==> src/design/vcf_pkg.sv <==
// ----------------------------------------------------------------------------
// vcf_pkg
// Shared types and constants of the 3x3 video convolution filter.
// ----------------------------------------------------------------------------
`default_nettype none

package vcf_pkg;

    // input word of one clock of video
    typedef struct packed {
        logic       line_valid;
        logic       frame_valid;
        logic [7:0] pixel_in;
    } in_word_t;

    // output word
    typedef struct packed {
        logic [7:0] pixel_out;
        logic       line_valid_out;
        logic       frame_valid_out;
    } out_word_t;

    // coefficient rows, column 0 in the low byte
    typedef struct packed {
        logic [23:0] row_c;
        logic [23:0] row_b;
        logic [23:0] row_a;
    } coef_bank_t;

    // register indexes
    localparam logic [1:0] REG_COEF_A = 2'd0;
    localparam logic [1:0] REG_COEF_B = 2'd1;
    localparam logic [1:0] REG_COEF_C = 2'd2;

    // accumulator and divider sizes
    localparam int ACC_W  = 20;
    localparam int MAG_W  = 19;
    localparam int NORM_W = 11;
    localparam int CNT_W  = 5;

    typedef enum logic [5:0] {
        ST_CLEAR = 6'b000001,
        ST_IDLE  = 6'b000010,
        ST_RD    = 6'b000100,
        ST_MAC   = 6'b001000,
        ST_DIVS  = 6'b010000,
        ST_DIV   = 6'b100000
    } state_t;

    // controller to datapath
    typedef struct packed {
        logic clear;
        logic accept;
        logic mac;
        logic div_start;
        logic div_step;
        logic load;
    } cmd_t;

    // datapath to controller
    typedef struct packed {
        logic clr_done;
        logic conv_needed;
        logic tap_last;
        logic div_last;
        logic out_free;
    } sts_t;

    // kernel row for store row i given the physical line
    function automatic logic [1:0] kernel_row(input logic [1:0] i, input logic [1:0] phys);
        logic [2:0] s;
        s = 3'(i) + 3'd5 - 3'(phys);
        kernel_row = (s >= 3'd6) ? 2'(s - 3'd6) : (s >= 3'd3) ? 2'(s - 3'd3) : s[1:0];
    endfunction

endpackage

`default_nettype wire

==> src/design/vcf_ctrl.sv <==
// ----------------------------------------------------------------------------
// vcf_ctrl
// Sequencer: store clearing, tap walk, division and result hand-off.
// ----------------------------------------------------------------------------
`default_nettype none

module vcf_ctrl (
    input  wire logic          clk,
    input  wire logic          rst_n,
    input  wire logic          in_valid,
    output logic               in_ready,
    input  wire vcf_pkg::sts_t sts,
    output vcf_pkg::cmd_t      cmd
);

    vcf_pkg::state_t state_reg, state_next;
    logic            done_pending_reg, done_pending_next;

    always_ff @(posedge clk or negedge rst_n)
    begin
        if (!rst_n)
        begin
            state_reg        <= vcf_pkg::ST_CLEAR;
            done_pending_reg <= 1'b0;
        end
        else
        begin
            state_reg        <= state_next;
            done_pending_reg <= done_pending_next;
        end
    end

    // a finished word waits in done_pending until the output slot is free
    always_comb
    begin
        state_next        = state_reg;
        done_pending_next = done_pending_reg;
        cmd               = '0;
        in_ready          = 1'b0;
        if (done_pending_reg && sts.out_free)
        begin
            cmd.load          = 1'b1;
            done_pending_next = 1'b0;
        end
        case (state_reg)
            vcf_pkg::ST_CLEAR:
            begin
                cmd.clear = 1'b1;
                if (sts.clr_done)
                    state_next = vcf_pkg::ST_IDLE;
            end
            vcf_pkg::ST_IDLE:
            begin
                in_ready = !done_pending_reg;
                if (in_valid && !done_pending_reg)
                begin
                    cmd.accept = 1'b1;
                    if (sts.conv_needed)
                        state_next = vcf_pkg::ST_RD;
                    else
                        done_pending_next = 1'b1;
                end
            end
            vcf_pkg::ST_RD:
            begin
                state_next = vcf_pkg::ST_MAC;
            end
            vcf_pkg::ST_MAC:
            begin
                cmd.mac    = 1'b1;
                state_next = sts.tap_last ? vcf_pkg::ST_DIVS : vcf_pkg::ST_RD;
            end
            vcf_pkg::ST_DIVS:
            begin
                cmd.div_start = 1'b1;
                state_next    = vcf_pkg::ST_DIV;
            end
            vcf_pkg::ST_DIV:
            begin
                cmd.div_step = 1'b1;
                if (sts.div_last)
                begin
                    done_pending_next = 1'b1;
                    state_next        = vcf_pkg::ST_IDLE;
                end
            end
            default:
            begin
                state_next = vcf_pkg::ST_CLEAR;
            end
        endcase
    end

endmodule

`default_nettype wire

==> config.mk <==
export PLATFORM = sky130hd
export DESIGN_NAME = vcf_ctrl
export DESIGN_NICKNAME = d
export VERILOG_FILES = /design/src/design/vcf_pkg.sv /design/src/design/vcf_ctrl.sv
export SDC_FILE = /design/constraint.sdc
export NUM_CORES = 1
export LEC_CHECK = 0
export ABC_AREA = 1
export BUFFER_PORTS_ARGS = -buffer_cell sky130_fd_sc_hd__buf_4
export CORE_MARGIN = 2
export CORE_UTILIZATION = 25
export CTS_CLUSTER_DIAMETER = 60
export DETAILED_ROUTE_END_ITERATION = 16
export SYNTH_ARGS = -nofsm -noshare
export SYNTH_HDL_FRONTEND = slang
export SYNTH_SLANG_ARGS = --single-unit
export TNS_END_PERCENT = 100
==> constraint.sdc <==
create_clock -name clk -period 1.11 [get_ports clk]
set_input_delay 0.222 -clock clk [delete_from_list [all_inputs] [get_ports clk]]
set_output_delay 0.222 -clock clk [all_outputs]
set_load 0.05 [all_outputs]
* After elaboration in Yosys (flattened, before gate mapping)
Index checks and enable logic that the tools add are counted.
Operators by class: equal/unequal tests 10, multiplexer cells 19, reductions and logical operators 4
Operators with widths (number):
- $pmux 6 s6 | 1
- $mux 6 | 4
- $mux 1 | 12
- $ne 2x2->1 const B | 4
- $eq 6x1->1 const B | 1
- $eq 6x2->1 const B | 1
- $eq 6x3->1 const B | 1
- $eq 6x4->1 const B | 1
- $eq 6x5->1 const B | 1
- $eq 6x6->1 const B | 1
- $mux 5 | 1
- $reduce_and 4->1 | 1
- $logic_and 1x1->1 | 2
- $pmux 1 s2 | 1
- $logic_not 1->1 | 1
Word-level totals: register bits 7, output and inout port bits 7

* Depth between registers and ports, before layout
depth in word-level cells 5, mapped depth 8, mapped depth without buffers 8

* Worst setup path after synthesis
No wires, ideal clock.
path type reg-to-output, start point reg state_reg[2], end point out cmd[4] (netlist bit), data arrival time 1865 ps, setup slack -977 ps, stages on the path, launching flop included 6, buffers on the path 0, path through dfrtp_1 inv_1 nand2_1 nor2_2 nand2_2 nor3b_1
RTL lines:
- start: declaration | RTL line vcf_ctrl.sv:16 | vcf_pkg::state_t state_reg, state_next;
- start signal: assignment | RTL line vcf_ctrl.sv:23 | state_reg <= vcf_pkg::ST_CLEAR;
- start signal: assignment | RTL line vcf_ctrl.sv:28 | state_reg <= state_next;
- end: declaration | RTL line vcf_ctrl.sv:13 | output vcf_pkg::cmd_t cmd

==> impl_metrics.py <==
metrics = {
    "detailed_routing": {
        "vias": 532,
        "dr.pass1.iters": 3,
        "drt_iter0_drc": 12,
        "wl_per_cell_microns": 9.79,
        "viasPerCell": 4.16,
        "wl_microns": 1250,
        "drc_errors": 0,
        "ant_nets": 0,
    },
    "yosys": {
        "synth_cell_types": 15,
        "avgSynthCellArea_sq_um": 6.91,
        "synthesis.nets": 73,
        "yosys.area.top_type": "dfrtp_1",
        "synth_seq_area_share_pct": 39.3,
        "synth_edf_count": 0,
        "synthFlopType": "dfrtp_1",
        "synthTopCellsByCount": "inv_1, nand2_1, nor2_1, dfrtp_1, nand3_1",
        "synthCells": 65,
        "yosysWarnings": 0,
        "synth_area_leaders": "dfrtp_1, inv_1, nand2_1",
        "synth_top_area_share_pct": 33.4,
        "post-synth-top-count-cell": "inv_1",
        "ys_seq_elements": 7,
        "async_flop_share_pct": 100,
        "syn_area_sq_um": 449,
    },
    "critical_path": {
        "startpoint_type": "flop",
        "required_ns": 0.89,
        "cp_top_family": "simple AND/OR/NAND/NOR gates",
        "r2r_start": "state_reg[2]",
        "crit_start": "state_reg[0]",
        "path_max_fanout": 3,
        "cp_data_arrival_time_ns": 1.37,
        "cpPeakStageDelay_ns": 0.37,
        "crit_buf_inv": 2,
        "worstSetupEndpointType": "output port",
        "worst_path_max_delay_cell": "dfstp_2",
        "cp_cell_sequence": "inv_2, nand2_1, nor2_4, nand2_4, nor3b_4, buf_6",
        "critical_path_class": "reg -> out",
    },
    "power": {
        "powerDensity_nw_per_um2": 2020,
        "power_leakage_nw": 0.467,
        "peakVddDrop_mv": 0.769,
        "power_w": 0.00177,
    },
    "placement": {
        "dpl_cell_area_sq_um": 701,
        "hpwl_microns": 895,
        "routabilityCongestion": 0.838,
        "numPortBuffers": 14,
        "pre_cts_slack_ns": -0.251,
    },
    "timing": {
        "tns_ns": -4.08,
        "rsz0062_at_grt": "yes",
        "setup_viol": 13,
        "fmax_ghz": 0.627,
        "hold_viol": 0,
        "skew_ns": 0.00612,
        "tightest_slew_ns": 0.214,
        "final.setup.worst_slack_ns": -0.485,
        "finalCritPeriodShare_pct": 144,
        "slew_viol_final": 0,
        "whs_ns": 0.189,
        "finalCriticalPeriod_ns": 1.59,
        "slew_headroom_pct": 85.7,
    },
    "global_routing": {
        "grt_pass1_vias": 512,
        "grt_max_degree": 8,
        "overflow": 0,
        "antenna_found_initial": 0,
        "grt_first_pass_wirelength_microns": 2060,
        "grtUsageTotal_pct": 14.1,
    },
    "clocking": {
        "clk_pin_slew_ns": 0.05,
        "cts.htree.levels": 1,
        "cts_buffers": 3,
        "cts_tree": "yes",
        "cts-root-buf": "clkbuf_4",
        "cts_sinks": 7,
        "clock_path_buffers": 2,
        "clock_latency_ns": 0.25,
    },
    "die": {
        "coreArea_sq_um": 1710,
        "io_pins": 15,
        "row_count": 15,
        "dieHeight_microns": 46.4,
        "die_area_sq_um": 2150,
        "die-width_microns": 46.4,
        "start_util_pct": 26.3,
    },
    "finish": {
        "antenna_cells": 0,
        "area_delta_synth_final_pct": 94.4,
        "design_area_sq_um": 873,
        "nets": 112,
        "largest_register_ffs": 6,
        "drive_above_1_share_pct": 59.2,
    },
    "outcome": {
        "status": "complete, but fails checks",
        "violations": "negative setup slack",
    },
    "worst_hold_path": {
        "hp-class": "in -> reg",
        "worstHoldStart": "sts[1]",
    },
    "run": {
        "maxCapViolations": 0,
    },
}
## layout by cell type (no fill, tap or decap), types with 2 or more instances in the layout
cell type,synthesis,routed
buf_6,0,7
inv_1,15,9
nand3_1,5,5
nand2_1,14,10
buf_8,0,2
clkbuf_4,0,3
nor2_2,2,4
nor2_4,2,3
nand2_4,0,2
nor2_1,9,6
nand2_2,1,3
nand4_1,4,4
clkinvlp_4,0,2
inv_2,0,3
a21oi_2,0,2
dfrtp_1,6,5
buf_4,0,24
## per-layer routing
metal | track usage [%] | part of all wire, % | vias to the layer above
met3 | 2.35 | 1.8 | 2
met2 | 23.6 | 56 | 8
met5 | 0 | 0 | -
met1 | 16.4 | 41 | 247
li1 | - | - | 275
met4 | 8.57 | 0.48 | 0
## cell type report
cell class	instances	area, sq um
fill	161	835
timing repair buffer	34	299
multi-input combinational	42	264
sequential	7	178
inverter	16	75.1
tap	25	31.3
clock buffer	4	26.3
## power breakdown
part           switching [W]  internal, W
registers          0.0000708     0.000333
clock network      0.0000909     0.000137
logic               0.000636     0.000498
total               0.000797     0.000968
## logic make-up after synthesis
kind of cell	count (synthesis)	share of synthesized area, %
simple gates	40	45.1
buf+inv	16	13.4
flops	7	39.3
compound gates	2	2.23
## tightest hold or removal path, delay by kind of cell
family | cells | cell delay, ns
AOI/OAI and AO/OA | 1 | 0.04
and+or+nand+nor | 1 | 0.04
buffers and inverters | 1 | 0.09
## metrics by stage
stage / util, % / instances
2_1_floorplan: - / 65
3_3_place_gp: 41.0 / 115
3_5_place_dp: 41.0 / 115
4_1_cts: 48.5 / 126
5_1_grt: 51.1 / 128
6_report: 51.1 / 128
## path summary, 6_finish.rpt
kind                               endpoint  slack, ns  depth (start not counted)
setup / recovery                     cmd[4]      -0.48                          6
hold / removal             done_pending_reg       0.19                          3
setup reg to reg               state_reg[0]      -0.41                         12
hold reg to reg                state_reg[1]       0.71                          3
max in group asynchronous      state_reg[0]       0.59                          2
min in group asynchronous      state_reg[5]       0.32                          2
## repair_timing
item | 4_1_cts | 5_1_grt
endpoints found under the setup margin | 13 | 14
hold buffers | 1 | 0
hold endpoints to repair | 7 | 0
gates resized for setup | 16 | 8
buffers inserted | 7 | 2
pin swaps | 3 | 5
(Power assumes the default switching activity.)
