===== src/design/vcf_pkg.sv =====
// ----------------------------------------------------------------------------
// vcf_pkg
// Shared types and constants of the 3x3 video convolution filter.
// ----------------------------------------------------------------------------
`default_nettype none

package vcf_pkg;

    // input word of one clock of video
    typedef struct packed {
        logic       line_valid;
        logic       frame_valid;
        logic [7:0] pixel_in;
    } in_word_t;

    // output word
    typedef struct packed {
        logic [7:0] pixel_out;
        logic       line_valid_out;
        logic       frame_valid_out;
    } out_word_t;

    // coefficient rows, column 0 in the low byte
    typedef struct packed {
        logic [23:0] row_c;
        logic [23:0] row_b;
        logic [23:0] row_a;
    } coef_bank_t;

    // register indexes
    localparam logic [1:0] REG_COEF_A = 2'd0;
    localparam logic [1:0] REG_COEF_B = 2'd1;
    localparam logic [1:0] REG_COEF_C = 2'd2;

    // accumulator and divider sizes
    localparam int ACC_W  = 20;
    localparam int MAG_W  = 19;
    localparam int NORM_W = 11;
    localparam int CNT_W  = 5;

    typedef enum logic [5:0] {
        ST_CLEAR = 6'b000001,
        ST_IDLE  = 6'b000010,
        ST_RD    = 6'b000100,
        ST_MAC   = 6'b001000,
        ST_DIVS  = 6'b010000,
        ST_DIV   = 6'b100000
    } state_t;

    // controller to datapath
    typedef struct packed {
        logic clear;
        logic accept;
        logic mac;
        logic div_start;
        logic div_step;
        logic load;
    } cmd_t;

    // datapath to controller
    typedef struct packed {
        logic clr_done;
        logic conv_needed;
        logic tap_last;
        logic div_last;
        logic out_free;
    } sts_t;

    // kernel row for store row i given the physical line
    function automatic logic [1:0] kernel_row(input logic [1:0] i, input logic [1:0] phys);
        logic [2:0] s;
        s = 3'(i) + 3'd5 - 3'(phys);
        kernel_row = (s >= 3'd6) ? 2'(s - 3'd6) : (s >= 3'd3) ? 2'(s - 3'd3) : s[1:0];
    endfunction

endpackage

`default_nettype wire


===== src/design/vcf_regs.sv =====
// ----------------------------------------------------------------------------
// vcf_regs
// Coefficient register bank behind the APB-style configuration port.
// ----------------------------------------------------------------------------
`default_nettype none

module vcf_regs (
    input  wire logic               clk,
    input  wire logic               rst_n,
    input  wire logic               psel,
    input  wire logic               penable,
    input  wire logic               pwrite,
    input  wire logic [3:0]         paddr,
    input  wire logic [31:0]        pwdata,
    output logic [31:0]             prdata,
    output logic                    pready,
    output vcf_pkg::coef_bank_t     coefs
);

    vcf_pkg::coef_bank_t coef_reg;
    logic                wr_en;

    assign pready = 1'b1;
    assign wr_en  = psel && penable && pwrite;
    assign coefs  = coef_reg;

    // register writes
    always_ff @(posedge clk or negedge rst_n)
    begin
        if (!rst_n)
        begin
            coef_reg <= '0;
        end
        else if (wr_en)
        begin
            case (paddr[3:2])
                vcf_pkg::REG_COEF_A: coef_reg.row_a <= pwdata[23:0];
                vcf_pkg::REG_COEF_B: coef_reg.row_b <= pwdata[23:0];
                vcf_pkg::REG_COEF_C: coef_reg.row_c <= pwdata[23:0];
                default: ;
            endcase
        end
    end

    // read back
    always_comb
    begin
        case (paddr[3:2])
            vcf_pkg::REG_COEF_A: prdata = {8'd0, coef_reg.row_a};
            vcf_pkg::REG_COEF_B: prdata = {8'd0, coef_reg.row_b};
            vcf_pkg::REG_COEF_C: prdata = {8'd0, coef_reg.row_c};
            default:             prdata = 32'd0;
        endcase
    end

endmodule

`default_nettype wire


===== config.mk =====
export PLATFORM = sky130hd
export DESIGN_NAME = vcf_regs
export DESIGN_NICKNAME = d
export VERILOG_FILES = /design/src/design/vcf_pkg.sv /design/src/design/vcf_regs.sv
export SDC_FILE = /design/constraint.sdc
export NUM_CORES = 1
export LEC_CHECK = 0
export ABC_AREA = 1
export BUFFER_PORTS_ARGS = -buffer_cell sky130_fd_sc_hd__buf_2
export CAP_MARGIN = 0
export CORE_AREA = 2 2 97 75
export DETAILED_ROUTE_END_ITERATION = 8
export DIE_AREA = 0 0 99 77
export GPL_TIMING_DRIVEN = 0
export PLACE_DENSITY = 0.84
export SYNTH_ARGS = -nofsm -noshare
export SYNTH_HDL_FRONTEND = slang
export SYNTH_SLANG_ARGS = --single-unit

===== constraint.sdc =====
create_clock -name clk -period 1.95 [get_ports clk]
set_input_delay 0.585 -clock clk [delete_from_list [all_inputs] [get_ports clk]]
set_output_delay 0.585 -clock clk [all_outputs]
set_load 0.02 [all_outputs]

Yosys cells after proc, flatten, opt, wreduce, memory -nomap -nowiden:

Cells that the tools add are included.

* word-level logic and storage cells: 12
* output and inout port bits: 105
* flip-flop bits (word level): 72
* input bits: 41

* reduce and logical (&&, ||, !) cells: 6
* muxes and demuxes: 1
* equality and inequality tests: 2

Operators with widths (count)
* 24-bit one-hot mux with 3 select lines: 1
* 2-bit AND reduction: 3
* 2-bit by 1-bit == test with 1-bit output (second input constant): 1
* 2-bit == test (second input constant): 1
* 1-bit logical AND: 2
* 2-bit zero test: 1

Logic depth before layout (Yosys ltp):

Gate-level depths: netlist of run 1.

* word-level depth: 3
* depth in mapped cells: 7
* gate-level depth less buffers: 6

Worst setup path before layout of run 1:

No wires, ideal clock.

* path type: input port to output port
* start point: input port paddr[3]
* end point: output port prdata[10]
* arrival time: 1.236 ns
* buffers on the path: 1
* required time: 1.365 ns
* stages on the path: 4
* setup slack: 0.129 ns
* path through: nor2_2 buf_2 nand2_1 nand3_1

* word-level cells in the longest chain between the ends: 2
* elaborated cells between the ends (all ways): 4
* those cells by class: eq/ne: 2; mux: 1; reduce/logical: 1

RTL lines
* start, declared: line vcf_regs.sv:13 `input wire logic [3:0] paddr,`
* 2-bit == test (tied with other cells): line vcf_regs.sv:48 `case (paddr[3:2])`
* 24-bit one-hot mux with 3 select lines *: line vcf_regs.sv:48
* end, declared: line vcf_regs.sv:15 `output logic [31:0] prdata,`

Every way passes the cells marked *; elsewhere a longest branch is shown, timed or not.

Worst setup path after layout of run 1:

* start point: input port paddr[2]
* end point: output port prdata[3]

Same word-level chain as after synthesis.

==> results of run 1 <==
## area by class of cell
type / instances / area [um^2] / share of cell area
clock inverters: 4 / 45.0 / 0.00924
repair buffers: 141 / 1010 / 0.207
well taps: 84 / 105 / 0.0215
multi-input cells: 334 / 1500 / 0.308
plain buffers: 26 / 233 / 0.0477
clock buffers: 11 / 141 / 0.0290
flip-flops and latches: 72 / 1800 / 0.369
inverters: 5 / 38.8 / 0.00795
## per-stage QoR
step	setup WS, ns	cell area [um^2]	power (mW)
2_1_floorplan	0.129	3350	2.91
3_3_place_gp	-0.293	4090	3.46
3_5_place_dp	-0.300	4090	3.51
4_1_cts	-0.00209	4680	4.81
5_1_grt	-0.0560	4880	5.14
6_report	-0.0396	4880	4.90
## power by group through the flow
stage	Sequential, mW	Clock [mW]	Combinational, mW
CTS	2.05	1.16	1.61
finish	2.08	1.15	1.68
global route	2.11	1.23	1.79
detailed placement	2.07	0	1.44
floorplan	2.42	0	0.493
global placement	2.05	0	1.41
## timing repair
action,CTS,global route
gates cloned,2,2
endpoints found under the setup margin,23,23
pin swaps,3,2
buffers inserted,10,1
resized for setup,77,42
## cells in the mapped netlist
cell type,instances,share of area
nand2_2,4,0.0075
nor2_4,4,0.014
nand2_4,1,0.0034
dfrtp_1,72,0.54
nand3_2,1,0.0030
nand3_1,24,0.036
inv_2,5,0.0056
conb_1,2,0.0023
nor2_2,1,0.0019
buf_4,17,0.038
buf_6,2,0.0068
buf_2,8,0.012
nand2_1,290,0.33
## kinds of logic (layout without fill, tap and decap cells)
group         count (synthesis)  in the layout  synth area share
buf+inv                      32            187            0.0629
other cells                   2              9           0.00226
flops                        72             72             0.542
simple gates                325            325             0.393
## layer usage
layer  vias to the layer above  share of wire  routed length (um)  track usage
met1                      1619           0.40                4230        0.354
met2                       203           0.50                5290        0.445
met3                        33          0.083                 889       0.0620
met4                         0          0.025                 268        0.110
li1                       1612              -                   -            -
met5                         -              0                   0            0
## final timing paths
kind,to,cells after the start,slack [ns]
max,prdata[3],9,-0.04
min,coefs[49]$_DFFE_PN0P_,1,0.36
max reg2reg,coefs[41]$_DFFE_PN0P_,2,1.28
min reg2reg,coefs[18]$_DFFE_PN0P_,2,0.50
max in group asynchronous,coefs[37]$_DFFE_PN0P_,1,0.98
min in group clk,coefs[59]$_DFFE_PN0P_,3,0.47
==> summary.md, run 1 <==
| Metric | Value |
|---|---|
| Worst setup SP type | `primary input` |
| Core ar. | `between 6000 and 7000 um^2` |
| Routed vias | `around 3.5k` |
| Critical path arrival | `roughly 1.4 ns` |
| Largest fanout on the critical path | `5` |
| Worst skew pair latency | `0.34 ns` |
| Tmin final | `between 1.5 and 2 ns` |
| Max stage delay cell, worst path | `clkbuf_16` |
| Commonest non-fill, non-tap cell in the layout | `nand2_1` |
| # fillers | `between 500 and 600` |
| Power Density | `between 1000 and 1500 nW/um^2` |
| Switch Pwr | `around 1.9 mW` |
| Slew Limit Fails | `0` |
| Final setup margin | `-0.0396 ns` |
| Number of CTS-inserted buffers | `9` |
| # Max-Cap Violations | `0` |
| TritonRoute pass-1 iters | `5` |
| WHS | `0.358 ns` |
| # diodes | `0` |
| Die ar. | `~7600 um^2` |
| Post-Synthesis Cells | `around 430` |
| H-tree levels | `3` |
| Outcome | `finished, violations left` |
| Failing checks | `setup timing` |
| Congestion Overflow GR | `0` |
| Die width | `approximately 100 um` |
| Final ANT Viol Nets | `0` |
| Final std cells w/o fill | `~680` |
| Seq cells post-synth | `72` |
| Top Family by Delay on Critical Path | `buffers and inverters` |
| YS warnings | `0` |
| Initial antenna violation count | `0` |
| Nets | `630` |
| Vias per cell | `about 5.1` |
| Seq pwr share | `0.423` |
| Critical path class | `primary input to output pin` |
| Clk pwr share | `0.235` |
| Cts hold-fix bufs | `0` |
| R2R Path Start | `coefs[41]$_DFFE_PN0P_` |
| Max reg flops | `72` |
| Row cnt | `26` |
| Fraction of final layout cells with drive strength greater than 1 | `0.388` |
| # IOs | `146` |
| Worst Path Required | `between 1 and 1.5 ns` |
| First-pass GRT wire length | `roughly 16 mm` |
| Sw frac | `0.379` |
| First element of the critical path | `paddr[2]` |
| Syn Area/Cell | `~7.7 um^2` |
| DR DRC count | `0` |
| Largest net degree at the start of global routing | `73` |
| Fmax | `around 0.5 GHz` |
| Slew margin rel. | `0.386` |
| RSZ-0062 raised after global routing | `true` |
| Layout Utilization | `0.731` |
| CTS tree | `yes` |
| Iteration-0 DRC Markers | `409` |
| Worst-case vdd ir drop | `about 0.76 mV` |
| Wire per inst | `between 15 and 20 um` |
| Clock transition at path regs | `around 0.070 ns` |
| Total wire length | `roughly 11 mm` |
| Setup tns final | `-0.149 ns` |
| Worst-Margin Slew | `~0.92 ns` |
| Int Pwr | `between 3 and 4 mW` |
| Comb pwr share | `0.342` |
| Clock root cell | `clkbuf_8` |
| CP peak stage delay | `between 0.15 and 0.2 ns` |
| Gr usage total | `0.273` |
| Worst Setup End Kind | `output pin` |
| DP Cell Count | `about 650` |
| HPWL after DPL | `between 6 and 7 mm` |
| Crit path cell chain | `buf_12 -> inv_6 -> nand2_4 -> inv_6 -> buf_12 -> clkbuf_16 -> nand2_4 -> nand3_2 -> buf_6` |
| Starting Density | `0.498` |
| Final Hold Fails | `0` |
| Final RePlAce weighted congestion | `0.840` |
| Clk buf depth | `2` |
| Leak Pwr | `between 2 and 3 nW` |
| Hold Path Class | `primary input to asynchronous set/reset pin` |
| I/O Buffers | `between 100 and 150` |
| Num Clock Sinks | `72` |
| Synth cell types | `13` |
| Most frequent cells in the layout | `275 x nand2_1, 101 x buf_2, 72 x dfrtp_1` |
| Vias in the first global route | `~3.2k` |
| DIE HEIGHT | `77 um` |
| Area grow syn2layout | `46.7%` |
| Setup Viol. Count Final | `8` |
| Period utilization | `1.02` |
| Final Skew | `0 ns` |
| CP Buf/Inv Count | `6` |
| Mapped cell area | `3320 um^2` |
| Share of the yosys chip area belonging to registers | `0.542` |
Power figures use the tool's default switching activity.
==> run 2: changes to the inputs <==
--- a/config.mk
+++ b/config.mk
@@ -8,11 +8,10 @@
 export ABC_AREA = 1
 export BUFFER_PORTS_ARGS = -buffer_cell sky130_fd_sc_hd__buf_2
 export CAP_MARGIN = 0
-export CORE_AREA = 2 2 97 75
+export CORE_AREA = 2 2 116 90
 export DETAILED_ROUTE_END_ITERATION = 8
-export DIE_AREA = 0 0 99 77
+export DIE_AREA = 0 0 118 92
 export GPL_TIMING_DRIVEN = 0
-export PLACE_DENSITY = 0.84
 export SYNTH_ARGS = -nofsm -noshare
 export SYNTH_HDL_FRONTEND = slang
 export SYNTH_SLANG_ARGS = --single-unit
==> summary.md, run 2 (same netlist as run 1, synthesis figures left out) <==
| Metric | Value |
|---|---|
| Critical path class | `primary input to output pin` |
| Met1 WL | `5.10 mm (+21%)` |
| Slew Limit Fails | `0 (unchanged)` |
| Most frequent cells in the layout | `269 x nand2_1, 101 x buf_2, 72 x dfrtp_1` |
| CTS tree | `yes` |
| Worst setup SP type | `primary input` |
| Reg2reg setup slack | `1.28 ns (about the same)` |
| Reg2Reg Capture Point | `coefs[10]$_DFFE_PN0P_` |
| Gr usage total | `0.190 (-0.0825)` |
| Starting Density | `0.336 (-0.162)` |
| Max stage delay cell, worst path | `clkbuf_16` |
| Vias per cell | `4.52 (-12%)` |
| Final Hold Fails | `0 (unchanged)` |
| Leak Pwr | `2.99 nW (+2.6%)` |
| Metal3 WL | `593 um (-33%)` |
| Fraction of final layout cells with drive strength greater than 1 | `0.405 (+0.0172)` |
| RSZ-0062 raised after global routing | `true` |
| First-pass GRT wire length | `16.0 mm (-0.81%)` |
| DR DRC count | `0 (unchanged)` |
| Clock root cell | `clkbuf_16` |
| Final RePlAce weighted congestion | `0.781 (-7.0%)` |
| Max reg flops | `72 (unchanged)` |
| Area grow syn2layout | `54.0%` |
| Die ar. | `10900 um^2 (+42%)` |
| Setup Viol. Count Final | `0 (-8)` |
| Cell area after layout | `5120 um^2 (+5.0%)` |
| Iteration-0 DRC Markers | `166 (-59%)` |
| DIE HEIGHT | `92 um (+19%)` |
| Commonest non-fill, non-tap cell in the layout | `nand2_1` |
| Total power | `5.48 mW (+12%)` |
| Die width | `118 um (+19%)` |
| Worst Reg-to-Reg Cells | `2 (unchanged)` |
| Critical path arrival | `1.34 ns (-0.06 ns)` |
| CP Buf/Inv Count | `5 (-1)` |
| Clk buf depth | `2 (unchanged)` |
| Register area | `1800 um^2 (unchanged)` |
| TritonRoute pass-1 iters | `4 (-1)` |
| Placed inst area | `4170 um^2 (+2.1%)` |
| Final setup margin | `0.0247 ns (+0.0643 ns)` |
| # fillers | `949 (+85%)` |
| Clock transition at path regs | `0.06 ns (about the same)` |
| Routed vias | `3306 (-4.6%)` |
| Fmax | `0.519 GHz (+3.3%)` |
| Largest fanout on the critical path | `6 (+1)` |
| Top Family by Delay on Critical Path | `buffers and inverters` |
| Tmin final | `1.93 ns (-0.0643 ns)` |
| Hold Path Class | `primary input to asynchronous set/reset pin` |
| Worst skew pair latency | `0.32 ns (-0.02 ns)` |
| Largest net degree at the start of global routing | `40 (-45%)` |
| Worst-case vdd ir drop | `0.563 mV (-26%)` |
| # IOs | `146 (unchanged)` |
| Wire per inst | `14.6 um (-7.4%)` |
| Worst Path Required | `1.36 ns (about the same)` |
| Row cnt | `32 (+23%)` |
| I/O Buffers | `126 (unchanged)` |
| Congestion Overflow GR | `0 (unchanged)` |
| Met2 routed WL | `4.88 mm (-7.6%)` |
| Number of CTS-inserted buffers | `9 (unchanged)` |
| Core ar. | `9890 um^2 (+48%)` |
| Num Clock Sinks | `72 (unchanged)` |
| Footprint of the multi-input gates | `1530 um^2 (+1.8%)` |
| Total wire length | `10.7 mm (unchanged)` |
| Cts hold-fix bufs | `0 (unchanged)` |
| H-tree levels | `3 (unchanged)` |
| Setup tns final | `0 ns (+0.149 ns)` |
| Period utilization | `0.987 (-0.0330)` |
| Nets | `631 (+0.16%)` |
| R2R Path Start | `coefs[10]$_DFFE_PN0P_` |
| Worst path most repeated cell | `buf_6` |
| Worst Setup End Kind | `output pin` |
| Power Density | `1070 nW/um^2 (+6.5%)` |
| Initial antenna violation count | `0 (unchanged)` |
| CP peak stage delay | `0.16 ns (about the same)` |
| # diodes | `0 (unchanged)` |
| Highest metal used | `met4` |
| Outcome | `finished, final reports clean` |
| Crit path cell chain | `buf_6 -> inv_4 -> nand2_4 -> inv_8 -> clkbuf_16 -> nand2_1 -> nand3_2 -> buf_6` |
| # Max-Cap Violations | `0 (unchanged)` |
| Pre-CTS setup slack | `-0.367 ns (-0.0672 ns)` |
| Final ANT Viol Nets | `0 (unchanged)` |
| Vias in the first global route | `2959 (-7.1%)` |
| HPWL after DPL | `7.18 mm (+6.3%)` |
| Final Skew | `0 ns (unchanged)` |
## run 2: cell types whose count changed in the layout (fill, tap and decap cells not counted), sizes merged
cell,delta
clkinvlp,+1
inv,+1
buf,-1
bufinv,+1
## run 2: cell type report
cell class / instances / area share
flip-flops and latches: 72 / 0.352
multi-input cells: 334 / 0.299
clock inverters: 7 / 0.0186
repair buffers: 141 / 0.195
plain buffers: 27 / 0.0518
clock buffers: 9 / 0.0440
well taps: 136 / 0.0332
inverters: 5 / 0.00660
## run 2: metal layers
| metal | global-route usage | vias to the layer above |
|---|---|---|
| li1 | - | 1620 |
| met1 | 0.267 | 1584 |
| met4 | 0.0462 | 0 |
| met3 | 0.0522 | 9 |
| met5 | 0 | - |
| met2 | 0.292 | 93 |
## run 2: worst max path at each step
stage          startpoint  cells past startpoint          to
3_3_place_gp     paddr[3]                      6  prdata[21]
3_5_place_dp     paddr[3]                      6  prdata[21]
6_report         paddr[2]                      8   prdata[9]
4_1_cts          paddr[2]                      8  prdata[11]
2_1_floorplan    paddr[3]                      4  prdata[10]
5_1_grt          paddr[3]                      7   prdata[1]
## run 2: where the power goes
group	internal (mW)	switching [mW]	leakage (nW)
clock network	1.12	0.629	0.156
logic	0.642	1.04	1.92
registers	1.80	0.253	0.915
## run 2: worst register-to-register path: stages (launching register included)
cell,delay (ns)
dfrtp_1,0.42
nand2_1,0.09
nand2_1,0.05
## run 2: what timing repair did
action,in CTS,in global routing
cloned,0,4
pin swaps,1,17
endpoints found under the setup margin,23,24
resized for setup,58,68
setup buffers,7,3
## run 2: metrics by stage
stage | cells | hold WS (ns) | util
global route | 731 | 0.236 | 0.518
global placement | 700 | 0.475 | 0.420
CTS | 724 | 0.220 | 0.479
detailed placement | 701 | 0.481 | 0.422
finish | 731 | 0.206 | 0.518
floorplan | 438 | 0.289 | -
